## src/design/tdc_readout_word_reformatter_unit_defines.svh

```systemverilog
// assertion macros for the reformatter back end
`ifndef TDC_READOUT_WORD_REFORMATTER_UNIT_DEFINES_SVH
`define TDC_READOUT_WORD_REFORMATTER_UNIT_DEFINES_SVH

`ifndef SYNTH

// same-cycle implication
`define TRWR_ASSERT_NOW(label, clk, rst_n, ante, cons) \
	label: assert property (@(posedge clk) disable iff (!rst_n) (ante) |-> (cons)) \
		else $error("trwr assertion failed");

// next-cycle implication
`define TRWR_ASSERT_NEXT(label, clk, rst_n, ante, cons) \
	label: assert property (@(posedge clk) disable iff (!rst_n) (ante) |=> (cons)) \
		else $error("trwr assertion failed");

`else

`define TRWR_ASSERT_NOW(label, clk, rst_n, ante, cons)
`define TRWR_ASSERT_NEXT(label, clk, rst_n, ante, cons)

`endif

`endif

```

## src/design/trwr_pkg.sv

```systemverilog
`timescale 1ns / 1ps

package trwr_pkg;

	localparam int SLOT_W = 5;
	localparam int CNT_W = 14;
	localparam int POS_W = 12;
	localparam int WORD_W = 32;
	localparam int BASE_W = 5;
	localparam int CFG_DATA_W = 5;
	localparam int CFG_IDX_W = 1;
	localparam int POS_FIELD_MAX = 4095;

	localparam int DEF_MAX_EVENT_WORDS = 4096;
	localparam int DEF_NUM_SLOTS = 32;

	localparam int MID_DEPTH = 2;
	localparam int OUT_DEPTH = 2;

	localparam logic [CNT_W-1:0] CNT_MAX = 14'h3FFF;

	// word type codes in bits 31..27
	localparam logic [4:0] TYPE_DATA = 5'h00;
	localparam logic [4:0] TYPE_ERROR = 5'h04;
	localparam logic [4:0] TYPE_GHEADER = 5'h08;
	localparam logic [4:0] TYPE_GTRAILER = 5'h10;
	localparam logic [4:0] TYPE_TTAG = 5'h11;

	// result kinds
	localparam logic [1:0] KIND_DATA = 2'd0;
	localparam logic [1:0] KIND_HEADER = 2'd1;
	localparam logic [1:0] KIND_PATCH = 2'd2;
	localparam logic [1:0] KIND_ERROR = 2'd3;

	// register indexes
	localparam logic [CFG_IDX_W-1:0] REG_BASE_SUBTRACT = 1'd0;
	localparam logic [CFG_IDX_W-1:0] REG_SLOT_OVERRIDE = 1'd1;

	localparam logic [BASE_W-1:0] BASE_SUBTRACT_RST = 5'd9;
	localparam logic SLOT_OVERRIDE_RST = 1'b1;

	typedef enum logic [2:0] {
		CLS_DATA,
		CLS_HEADER,
		CLS_TTAG,
		CLS_ERROR,
		CLS_TRAILER,
		CLS_OTHER
	} cls_t;

	typedef struct packed {
		logic [WORD_W-1:0] word;
		logic [SLOT_W-1:0] expected_slot;
		logic              event_start;
	} in_item_t;

	typedef struct packed {
		logic [1:0]        kind;
		logic [WORD_W-1:0] out_word;
		logic [POS_W-1:0]  header_pos;
		logic              count_mismatch;
		logic [SLOT_W-1:0] out_slot;
	} out_item_t;

	typedef struct packed {
		cls_t              cls;
		logic [WORD_W-1:0] word;
		logic [SLOT_W-1:0] expected_slot;
		logic              event_start;
	} mid_item_t;

	typedef struct packed {
		logic [BASE_W-1:0] base_subtract;
		logic              slot_override;
	} cfg_t;

endpackage

```

## src/design/trwr_fifo.sv

```systemverilog
`timescale 1ns / 1ps

module trwr_fifo #(
	parameter int WIDTH = 8,
	parameter int DEPTH = 2
) (
	input  logic             clk,
	input  logic             arst_n,
	input  logic             wr_en,
	input  logic [WIDTH-1:0] wr_data,
	output logic             full,
	input  logic             rd_en,
	output logic [WIDTH-1:0] rd_data,
	output logic             empty
);

	localparam int PTR_W = $clog2(DEPTH);
	localparam int CNT_W = $clog2(DEPTH + 1);
	localparam logic [PTR_W-1:0] PTR_LAST = PTR_W'(DEPTH - 1);
	localparam logic [CNT_W-1:0] CNT_FULL = CNT_W'(DEPTH);

	logic [WIDTH-1:0] mem_q [DEPTH];
	logic [PTR_W-1:0] wr_ptr_q;
	logic [PTR_W-1:0] rd_ptr_q;
	logic [CNT_W-1:0] cnt_q;
	logic             do_wr;
	logic             do_rd;

	assign full = (cnt_q == CNT_FULL);
	assign empty = (cnt_q == '0);
	assign do_wr = wr_en && !full;
	assign do_rd = rd_en && !empty;
	assign rd_data = mem_q[rd_ptr_q];

	always_ff @(posedge clk) begin
		if (do_wr) begin
			mem_q[wr_ptr_q] <= wr_data;
		end
	end

	always_ff @(posedge clk or negedge arst_n) begin
		if (!arst_n) begin
			wr_ptr_q <= '0;
			rd_ptr_q <= '0;
			cnt_q <= '0;
		end else begin
			if (do_wr) begin
				wr_ptr_q <= (wr_ptr_q == PTR_LAST) ? '0 : wr_ptr_q + 1'b1;
			end
			if (do_rd) begin
				rd_ptr_q <= (rd_ptr_q == PTR_LAST) ? '0 : rd_ptr_q + 1'b1;
			end
			if (do_wr && !do_rd) begin
				cnt_q <= cnt_q + 1'b1;
			end else if (do_rd && !do_wr) begin
				cnt_q <= cnt_q - 1'b1;
			end
		end
	end

endmodule

```

## src/design/trwr_front.sv

```systemverilog
`timescale 1ns / 1ps

module trwr_front
	import trwr_pkg::*;
(
	input  logic      push,
	output logic      full,
	input  in_item_t  item,
	output logic      mid_wr,
	output mid_item_t mid_item,
	input  logic      mid_full
);

	cls_t       cls;
	logic [4:0] wtype;

	assign wtype = item.word[31:27];

	always_comb begin
		case (wtype)
			TYPE_DATA:     cls = CLS_DATA;
			TYPE_GHEADER:  cls = CLS_HEADER;
			TYPE_TTAG:     cls = CLS_TTAG;
			TYPE_ERROR:    cls = CLS_ERROR;
			TYPE_GTRAILER: cls = CLS_TRAILER;
			default:       cls = CLS_OTHER;
		endcase
	end

	assign full = mid_full;

	// unknown types only matter when they open an event
	assign mid_wr = push && !mid_full && ((cls != CLS_OTHER) || item.event_start);

	assign mid_item.cls = cls;
	assign mid_item.word = item.word;
	assign mid_item.expected_slot = item.expected_slot;
	assign mid_item.event_start = item.event_start;

endmodule

```

## src/design/trwr_back.sv

```systemverilog
`timescale 1ns / 1ps

`include "tdc_readout_word_reformatter_unit_defines.svh"

module trwr_back
	import trwr_pkg::*;
#(
	parameter int MAX_EVENT_WORDS = DEF_MAX_EVENT_WORDS,
	parameter int NUM_SLOTS = DEF_NUM_SLOTS
) (
	input  logic      clk,
	input  logic      arst_n,
	input  cfg_t      cfg,
	input  mid_item_t it,
	input  logic      mid_empty,
	output logic      mid_pop,
	input  logic      out_full,
	output logic      res_push,
	output out_item_t res
);

	localparam int POS_CAP_I = (MAX_EVENT_WORDS - 1 < POS_FIELD_MAX) ?
		MAX_EVENT_WORDS - 1 : POS_FIELD_MAX;
	localparam logic [POS_W-1:0] POS_CAP = POS_W'(POS_CAP_I);
	localparam int SLOT_IDX_W = $clog2(NUM_SLOTS);
	localparam logic [SLOT_W:0] NUM_SLOTS_V = (SLOT_W + 1)'(NUM_SLOTS);

	logic [SLOT_W-1:0]    cur_slot_q;
	logic [CNT_W-1:0]     words_q;
	logic [CNT_W-1:0]     sub_q;
	logic [POS_W-1:0]     hdr_pos_q;
	logic [POS_W-1:0]     out_pos_q;
	logic [NUM_SLOTS-1:0] err_flags_q;

	logic              take;
	logic [POS_W-1:0]  pos_base;
	logic [POS_W-1:0]  pos_adv;
	logic [SLOT_W-1:0] hdr_slot;
	logic [CNT_W-1:0]  words_inc;
	logic [CNT_W-1:0]  sub_inc;
	logic [CNT_W-1:0]  corr;
	logic              slot_in_range;

	assign take = !mid_empty && !out_full;
	assign mid_pop = take;

	assign pos_base = it.event_start ? '0 : out_pos_q;
	assign pos_adv = (pos_base < POS_CAP) ? pos_base + 1'b1 : pos_base;

	assign hdr_slot = (cfg.slot_override && (it.word[SLOT_W-1:0] != it.expected_slot)) ?
		it.expected_slot : it.word[SLOT_W-1:0];

	assign words_inc = (words_q != CNT_MAX) ? words_q + 1'b1 : words_q;
	assign sub_inc = (sub_q != CNT_MAX) ? sub_q + 1'b1 : sub_q;

	// trailer count minus subtract, wraps in 14 bits
	assign corr = it.word[CNT_W+4:5] - sub_q;

	assign slot_in_range = ({1'b0, cur_slot_q} < NUM_SLOTS_V);

	always_comb begin
		res_push = 1'b0;
		res.kind = KIND_DATA;
		res.out_word = '0;
		res.header_pos = hdr_pos_q;
		res.count_mismatch = 1'b0;
		res.out_slot = cur_slot_q;
		case (it.cls)
			CLS_DATA: begin
				res_push = take;
				res.kind = KIND_DATA;
				res.out_word = it.word | {cur_slot_q, {(WORD_W - SLOT_W){1'b0}}};
			end
			CLS_HEADER: begin
				res_push = take;
				res.kind = KIND_HEADER;
				res.out_word = {{(WORD_W - SLOT_W){1'b0}}, hdr_slot};
				res.header_pos = pos_base;
				res.out_slot = hdr_slot;
			end
			CLS_ERROR: begin
				res_push = take;
				res.kind = KIND_ERROR;
				res.out_word = {17'b0, it.word[14:0]};
			end
			CLS_TRAILER: begin
				res_push = take;
				res.kind = KIND_PATCH;
				res.out_word = {{(WORD_W - CNT_W - 5){1'b0}}, corr, 5'b0};
				res.count_mismatch = (corr != words_q);
			end
			default: begin
				res_push = 1'b0;
			end
		endcase
	end

	always_ff @(posedge clk or negedge arst_n) begin
		if (!arst_n) begin
			cur_slot_q <= '0;
			words_q <= '0;
			sub_q <= '0;
			hdr_pos_q <= '0;
			out_pos_q <= '0;
			err_flags_q <= '0;
		end else if (take) begin
			out_pos_q <= pos_base;
			case (it.cls)
				CLS_HEADER: begin
					cur_slot_q <= hdr_slot;
					words_q <= CNT_W'(1);
					sub_q <= CNT_W'(cfg.base_subtract);
					hdr_pos_q <= pos_base;
					out_pos_q <= pos_adv;
				end
				CLS_DATA: begin
					words_q <= words_inc;
					out_pos_q <= pos_adv;
				end
				CLS_TTAG: begin
					sub_q <= sub_inc;
				end
				CLS_ERROR: begin
					sub_q <= sub_inc;
					if (slot_in_range) begin
						err_flags_q[cur_slot_q[SLOT_IDX_W-1:0]] <= 1'b1;
					end
				end
				default: begin
				end
			endcase
		end
	end

	`TRWR_ASSERT_NEXT(a_err_flag_set, clk, arst_n,
		take && (it.cls == CLS_ERROR) && slot_in_range,
		err_flags_q[$past(cur_slot_q[SLOT_IDX_W-1:0])])
	`TRWR_ASSERT_NEXT(a_header_reload, clk, arst_n, take && (it.cls == CLS_HEADER),
		(words_q == CNT_W'(1)) && (sub_q == CNT_W'($past(cfg.base_subtract))))
	`TRWR_ASSERT_NOW(a_pos_capped, clk, arst_n, 1'b1, out_pos_q <= POS_CAP)
	`TRWR_ASSERT_NOW(a_no_push_full, clk, arst_n, res_push, !out_full && !mid_empty)
	`TRWR_ASSERT_NOW(a_mismatch_patch_only, clk, arst_n, res_push && res.count_mismatch,
		res.kind == KIND_PATCH)

endmodule

```

## src/design/tdc_readout_word_reformatter_unit.sv

```systemverilog
`timescale 1ns / 1ps

// tdc readout word reformatter
// input channel: drive item and raise push; the transaction happens on a rising
// edge with push high and full low. one 32-bit readout word per transaction, plus
// the expected slot and an event start mark.
// result channel: while empty is low the oldest result sits on result; raise pop
// to take it. headers, data words, errors and trailer patches give one result;
// time tags and other word types give none.
// a word taken in is written into the middle queue; the back end writes its result
// into the output queue. one word per cycle while the output queue has room, as the
// front end decodes combinationally and the back end counts as it takes each word.
// a two-entry queue sits between front and back and another at the output, so
// a stalled receiver stops the back end only once the output queue fills, and
// full rises once the middle queue fills behind it.
// configuration: wr_en, wr_index and wr_data write base_subtract (index 0) and
// slot_override (index 1); write only while the block is idle.
// reset: both queues empty, counters, positions, slot and error flags cleared,
// base_subtract back to 9 and slot_override back to 1.

module tdc_readout_word_reformatter_unit
	import trwr_pkg::*;
#(
	parameter int MAX_EVENT_WORDS = DEF_MAX_EVENT_WORDS,
	parameter int NUM_SLOTS = DEF_NUM_SLOTS
) (
	input  logic                  clk,
	input  logic                  arst_n,
	input  logic                  push,
	output logic                  full,
	input  in_item_t              item,
	output logic                  empty,
	input  logic                  pop,
	output out_item_t             result,
	input  logic                  wr_en,
	input  logic [CFG_IDX_W-1:0]  wr_index,
	input  logic [CFG_DATA_W-1:0] wr_data
);

	logic [BASE_W-1:0] base_subtract_q;
	logic              slot_override_q;
	cfg_t              cfg;

	logic      mid_wr;
	mid_item_t mid_wdata;
	logic      mid_full;
	logic      mid_empty;
	logic      mid_pop;
	mid_item_t mid_rdata;
	logic      res_push;
	out_item_t res;
	logic      out_full;

	always_ff @(posedge clk or negedge arst_n) begin
		if (!arst_n) begin
			base_subtract_q <= BASE_SUBTRACT_RST;
			slot_override_q <= SLOT_OVERRIDE_RST;
		end else if (wr_en) begin
			case (wr_index)
				REG_BASE_SUBTRACT: base_subtract_q <= wr_data[BASE_W-1:0];
				REG_SLOT_OVERRIDE: slot_override_q <= wr_data[0];
				default: begin
				end
			endcase
		end
	end

	assign cfg.base_subtract = base_subtract_q;
	assign cfg.slot_override = slot_override_q;

	trwr_front u_front (
		.push     (push),
		.full     (full),
		.item     (item),
		.mid_wr   (mid_wr),
		.mid_item (mid_wdata),
		.mid_full (mid_full)
	);

	trwr_fifo #(
		.WIDTH ($bits(mid_item_t)),
		.DEPTH (MID_DEPTH)
	) u_mid_fifo (
		.clk     (clk),
		.arst_n  (arst_n),
		.wr_en   (mid_wr),
		.wr_data (mid_wdata),
		.full    (mid_full),
		.rd_en   (mid_pop),
		.rd_data (mid_rdata),
		.empty   (mid_empty)
	);

	trwr_back #(
		.MAX_EVENT_WORDS (MAX_EVENT_WORDS),
		.NUM_SLOTS       (NUM_SLOTS)
	) u_back (
		.clk       (clk),
		.arst_n    (arst_n),
		.cfg       (cfg),
		.it        (mid_rdata),
		.mid_empty (mid_empty),
		.mid_pop   (mid_pop),
		.out_full  (out_full),
		.res_push  (res_push),
		.res       (res)
	);

	trwr_fifo #(
		.WIDTH ($bits(out_item_t)),
		.DEPTH (OUT_DEPTH)
	) u_out_fifo (
		.clk     (clk),
		.arst_n  (arst_n),
		.wr_en   (res_push),
		.wr_data (res),
		.full    (out_full),
		.rd_en   (pop),
		.rd_data (result),
		.empty   (empty)
	);

endmodule

```

## config.mk

```make
export PLATFORM = sky130hd
export DESIGN_NAME = tdc_readout_word_reformatter_unit
export DESIGN_NICKNAME = d
export VERILOG_FILES = /design/src/design/trwr_pkg.sv /design/src/design/trwr_fifo.sv /design/src/design/trwr_front.sv /design/src/design/trwr_back.sv /design/src/design/tdc_readout_word_reformatter_unit.sv
export VERILOG_INCLUDE_DIRS = /design/src /design/src/design
export SDC_FILE = /design/constraint.sdc
export NUM_CORES = 1
export LEC_CHECK = 0
export ABC_AREA = 1
export BUFFER_PORTS_ARGS = -buffer_cell sky130_fd_sc_hd__buf_4
export CORE_MARGIN = 4
export CORE_UTILIZATION = 31
export CTS_BUF_LIST = sky130_fd_sc_hd__clkbuf_8
export DETAILED_ROUTE_END_ITERATION = 12
export PLACE_DENSITY_LB_ADDON = 0.12
export SLEW_MARGIN = 15
export SYNTH_ARGS = -nofsm -noshare
export SYNTH_HDL_FRONTEND = slang
export SYNTH_SLANG_ARGS = --single-unit
```

## constraint.sdc

```tcl
create_clock -name clk -period 9.5 [get_ports clk]
set_clock_uncertainty 0.05 [all_clocks]
set_input_delay 0.95 -clock clk [delete_from_list [all_inputs] [get_ports clk]]
set_output_delay 0.95 -clock clk [all_outputs]
set_load 0.02 [all_outputs]
```

After elaboration in Yosys (flattened, before gate mapping):

Memory sizes are Yosys's and may differ from the RTL's.
Index checks and enable logic that the tools add are counted.

* memory bits (read-only): 0
* input port bits: 49
* bits in writable memories: 186
* register bits: 71
* bits in latches: 0
* memories: 2
* output and inout port bits: 54
* logic and storage cells: 109

* $add $sub $neg: 12
* reductions and logical operators: 36
* shifts and indexed selects: 0
* multiplexer cells: 26
* equality and inequality tests: 17
* bitwise gates (word level): 2
* multiply operators: 0
* order comparisons: 1
* div/mod/pow operators: 0

Memory list
* u_out_fifo.mem_q: words 2, bits a word 52, rd ports 1, clocked after memory_dff 0, write ports 1, RTL line trwr_fifo.sv:22 `logic [WIDTH-1:0] mem_q [DEPTH];`
* u_mid_fifo.mem_q: words 2, bits a word 41, rd ports 1, clocked after memory_dff 0, write ports 1, RTL line trwr_fifo.sv:22

Operators by type and width (count)
* $pmux 34 s4: 1
* $pmux 14 s2: 2
* $mux 12: 4
* $or 32x32->32: 1
* $add 14x1->14 const B: 2
* $mux 14: 2
* $ne 14x14->1 const B: 2
* $pmux 3 s5: 1
* $ne 14x14->1: 1
* $sub 14x14->14: 1
* $add 12x1->12 const B: 1
* $logic_and 1x1->1: 12
* $lt 12x12->1 const B: 1
* $eq 5x5->1 const B: 2
* $mux 1: 10
* $mux 5: 2
* $logic_not 1->1: 8
* $mux 2: 4
* $reduce_bool 2->1: 4
* $eq 3x2->1 const B: 2
* $reduce_and 3->1: 2
* $eq 5x3->1 const B: 1
* $eq 5x4->1 const B: 1
* $logic_not 5->1: 1
* other kinds (16): 26

Longest topological paths before layout:

* word-level depth: 10
* mapped depth: 21
* depth with buffers taken out: 19

By module:

Synthesis repeated with hierarchy kept, for this count alone.

* cells, all modules: 1375
* area total of the unflattened synthesis: 12693.4 um^2

Modules (own cells, without submodules)
* trwr_back: cells an instance 739, instances 1, area each 4765.8 um^2, seq. area each 1426.4 um^2
* trwr_fifo (u_out_fifo): cells an instance 303, instances 1, area each 4038.9 um^2, seq. area each 3223.1 um^2
* trwr_fifo (u_mid_fifo): cells an instance 246, instances 1, area each 3228.1 um^2, seq. area each 2562.5 um^2
* trwr_front: cells an instance 59, instances 1, area each 401.6 um^2, seq. area each 0.0 um^2
* tdc_readout_word_reformatter_unit: cells an instance 28, instances 1, area each 259.0 um^2, seq. area each 153.9 um^2

Worst setup path before layout:

OpenSTA, ideal clock, no wires.

* kind: register to register
* start: register u_mid_fifo.rd_ptr_q
* end: memory u_out_fifo.mem_q[0][0] (netlist bit) (enable)
* data arrival time: 3.359 ns
* buffers on the path: 1
* required time: 8.988 ns
* stages on the path, launching flop included: 7
* setup slack: 5.629 ns
* clock period less this slack: 3.871 ns
* library setup time: 0.462 ns
* cells stage by stage: dfrtp_1 > buf_4 > o21ai_2 > nand2_2 > inv_1 > o21ai_0 > nor2_1

* word-level cells in the longest chain between the ends: 7
* elaborated cells between the ends (all ways): 10
* classes of those cells: eq/ne (3); mux (3); reduce/logical (3); memory (1)

RTL lines
* start: declaration: RTL line trwr_fifo.sv:24 `logic [PTR_W-1:0] rd_ptr_q;`
* start signal: assignment: RTL line trwr_fifo.sv:51 `rd_ptr_q <= (rd_ptr_q == PTR_LAST) ? '0 : rd_ptr_q + 1'b1;`
* $mem_v2 2x41 *
* $eq 3x3->1, or another cell as far along: RTL line trwr_back.sv:68 `case (it.cls)`
* $reduce_or 4->1 (no source line) *
* $mux 1 *: RTL line trwr_back.sv:68
* $logic_and 1x1->1 *: RTL line trwr_fifo.sv:31 `assign do_wr = wr_en && !full;`
* $mux 1 *: RTL line trwr_fifo.sv:36 `if (do_wr) begin`
* $mux 1 (implied by the code) *: RTL line trwr_fifo.sv:37 `mem_q[wr_ptr_q] <= wr_data;`
* end: declaration: RTL line trwr_fifo.sv:22

Mark *: on every way between the ends. The rest lies on a longest branch, timed or not.

Worst setup path after layout:

* start: register u_out_fifo.cnt_q[1]
* end: memory u_out_fifo.mem_q[1][12] (netlist bit) (enable)

* word-level cells in the longest chain between the ends: 7

RTL lines
* start: declaration: RTL line trwr_fifo.sv:25 `logic [CNT_W-1:0] cnt_q;`
* start signal: assignment: RTL line trwr_fifo.sv:54 `cnt_q <= cnt_q + 1'b1;`
* start signal: assignment: RTL line trwr_fifo.sv:56 `cnt_q <= cnt_q - 1'b1;`
* $eq 2x2->1 *: RTL line trwr_fifo.sv:29 `assign full = (cnt_q == CNT_FULL);`
* $logic_not 1->1 *: RTL line trwr_fifo.sv:31, trwr_back.sv:44
* $logic_and 1x1->1: RTL line trwr_back.sv:44 `assign take = !mid_empty && !out_full;`
* $mux 1: RTL line trwr_back.sv:68
* $logic_and 1x1->1 *: RTL line trwr_fifo.sv:31
* $mux 1 *: RTL line trwr_fifo.sv:36
* $mux 1 (implied by the code) *: RTL line trwr_fifo.sv:37

Marks and branches as above.

==> reports/results.txt <==
Clk buf depth = 3
DR pass1 iterations = 5
Largest net degree at the start of global routing = 54
Post-route DRC = 0
Pre-CTS worst setup slack = 5.52 ns
Worst EP required = 9.67 ns
Number of port buffers = 102
Layout cells sized above 1 = 14.2%
Synth top cells by count = 479 x nand2_1, 186 x edfxtp_1, 123 x inv_1, 75 x nand3_1, 70 x o21ai_0
GPL Wtd Cong = 0.840
Clock latency on the worst-skew pair = 0.57 ns
Dominant cell by count in the synthesized netlist = nand2_1
Final WS setup = 5.66 ns
H-Tree Depth = 2
Syn Nets = 1344
Slew margin rel. = 29.2%
P per Cell Area = 331 nW/um^2
Main area contributors after synthesis = edfxtp_1 46%, nand2_1 15%, dfrtp_1 14%
Number of flops mapped to enable cells by yosys = 186
Synthesized area = 12100 sq um
Layout area overhead = 18.9%
Global-route wire length before repair = 50100 um
Initial core utilization = 31.3%
Routed wire length = 32100 um
Max Freq = 260 MHz
DIE WIDTH = 205 um
Fin. Hold Viols = 0
Yosys top cell by area = edfxtp_1
Post-Syn Instances = 1276
Final HPWL DP = 22600 um
Total of max-cap violations = 0
Worst EP arrival = 4.02 ns
Total number of vias = 8901
CTS Buf Count = 46
Setup TNS = 0 ns
Syn Area/Cell = 9.48 sq um
FP Rows = 72
Wire length per cell = 16.4 um
Yosys warns = 0
Initial antenna violation count = 0
Tmin final = 3.84 ns
Vias in the first global route = 8703
Remaining Overflow, GRT = 0
Startpoint types = register
Post-cts resize count = 0
Fillers = 3892
Critical path peak fanout = 32
Core Region = 38600 sq um
Crit path kind = reg2reg
RR Endpoint = u_out_fifo.mem_q[1][12]
Post-synth cell types = 50
Reg clk slew, reported paths = 0.06 ns
Post-CTS Setup Repair Bufs = 0
CTS tree = yes
Root Driver = clkbuf_8
Reg-to-Reg Start = u_out_fifo.cnt_q[1]
Status = complete, no violations
Slew Limit Fails = 0
Total global-route track usage = 15.3%
Post-synth top area share = 46.2%
Detail Route Antenna Nets = 0
Die Ht = 205 um
Async SR Flop Fraction = 27.6%
Top FF cell, synth = edfxtp_1
Util after Layout = 37.2%
Final #Nets = 1473
Unrepaired setup endpoints after global routing = false
Hold WC Path Type = in2async
# clock sinks = 257
FF-to-FF setup slack = 5.66 ns
Die area = 42200 sq um
Worst-Margin Slew = 1.06 ns
DRT iter0 DRCs = 495
Worst setup EP type = register
Fin crit share = 40.4%
Final setup vio count = 0
Maximum vdd drop = 144 uV
Antenna Diode Count = 0
Ports = 103
Leak = 6.24 nW
Sequential element share of the synthesized area = 60.9%
Vias/cell = 4.54
Reg2Reg Depth = 7
FF+latch count, synth = 257
Cts hold-fix bufs = 0
-- where the power goes --
part | switching, mW | internal [mW]
registers | 0.0889 | 1.56
logic | 1.48 | 0.631
clock network | 0.450 | 0.551
total | 2.02 | 2.74
-- logic make-up (layout without fill, tap and decap cells) --
group                      after synthesis  after routing  synth area share [%]
muxes                                    6              6                 0.528
DFF                                    257            257                  60.9
buffers and inverters                  161            327                  5.07
and+or+nand+nor                        669            669                  23.1
AOI/OAI and AO/OA                      136            136                  6.29
adders and majority gates               19             19                  2.03
xor gates and xnor gates                28             28                  2.03
-- through the flow --
step	cell area (sq um)	std cells	hold slack (ns)	total power, mW
after floorplan	12100	1276	0.399	3.04
after global placement	13500	1875	0.412	3.80
after detailed placement	13500	1875	0.416	3.81
after CTS	14400	1960	0.245	4.84
after global routing	14400	1960	0.253	5.14
final	14400	1960	0.269	4.76
-- cells in the final DEF, fill, tap and decap left out, types with 3 or more instances in the layout --
cell type	n
nand3_1	75
buf_4	110
edfxtp_1	186
nand2_1	479
a32o_1	6
mux2_2	3
nand4_1	12
mux2i_1	3
nand2_2	3
xnor2_1	7
a31oi_1	4
bufinv_16	3
nor2_1	53
nor4_1	4
nor3_1	16
xor2_1	21
nand3b_1	5
inv_1	147
or2_2	3
clkinv_1	7
nand2_4	3
inv_2	8
clkbuf_8	48
dfrtp_1	66
dfstp_2	3
nor2_4	8
o21ai_0	70
a21oi_1	40
ha_1	18
-- cell type report --
class	instances	area (sq um)	area share [%]
clock buffer	48	661	4.60
clock inverter	37	233	1.62
inverter	132	495	3.45
sequential	257	7370	51.3
timing repair buffer	110	826	5.75
multi-input combinational	858	4140	28.8
tap	518	648	4.51
-- metal layers --
| metal | share of wire (%) | GRT usage (%) | vias to the layer above |
|---|---|---|---|
| met5 | 0 | 0 | - |
| met4 | 1.9 | 4.11 | 0 |
| met3 | 5.0 | 2.76 | 38 |
| met2 | 43 | 22.6 | 207 |
| met1 | 50 | 23.0 | 4143 |
| li1 | - | - | 4513 |
-- worst max-delay path: stages (launching register included) --
cell and delay, ns:
dfrtp_1 0.38, inv_1 0.10, o22ai_2 0.07, buf_4 0.23, inv_1 0.74, o21ai_0 0.58, nor2_4 0.78, buf_4 0.50
-- how the worst max path moves through the flow --
stage / depth (start not counted) / endpoint / from / slack [ns]
2_1_floorplan: 6 / u_out_fifo.mem_q[0][0] / u_mid_fifo.rd_ptr_q / 5.63
3_3_place_gp: 7 / u_out_fifo.mem_q[1][12] / u_out_fifo.cnt_q[1] / 5.56
3_5_place_dp: 7 / u_out_fifo.mem_q[1][18] / u_out_fifo.cnt_q[1] / 5.52
4_1_cts: 7 / u_out_fifo.mem_q[1][12] / u_out_fifo.cnt_q[1] / 5.50
5_1_grt: 7 / u_out_fifo.mem_q[0][6] / u_out_fifo.cnt_q[1] / 5.31
6_report: 7 / u_out_fifo.mem_q[1][12] / u_out_fifo.cnt_q[1] / 5.66
-- state kept, by name, indices dropped and copies added (netlist names), 5 cells and up --
signal,cells
u_out_fifo.mem_q,104
u_mid_fifo.mem_q,82
u_back.sub_q,14
u_back.words_q,14
u_back.hdr_pos_q,12
u_back.out_pos_q,12
base_subtract_q,5
u_back.cur_slot_q,5
No activity file was read; power rests on OpenSTA's default activity.
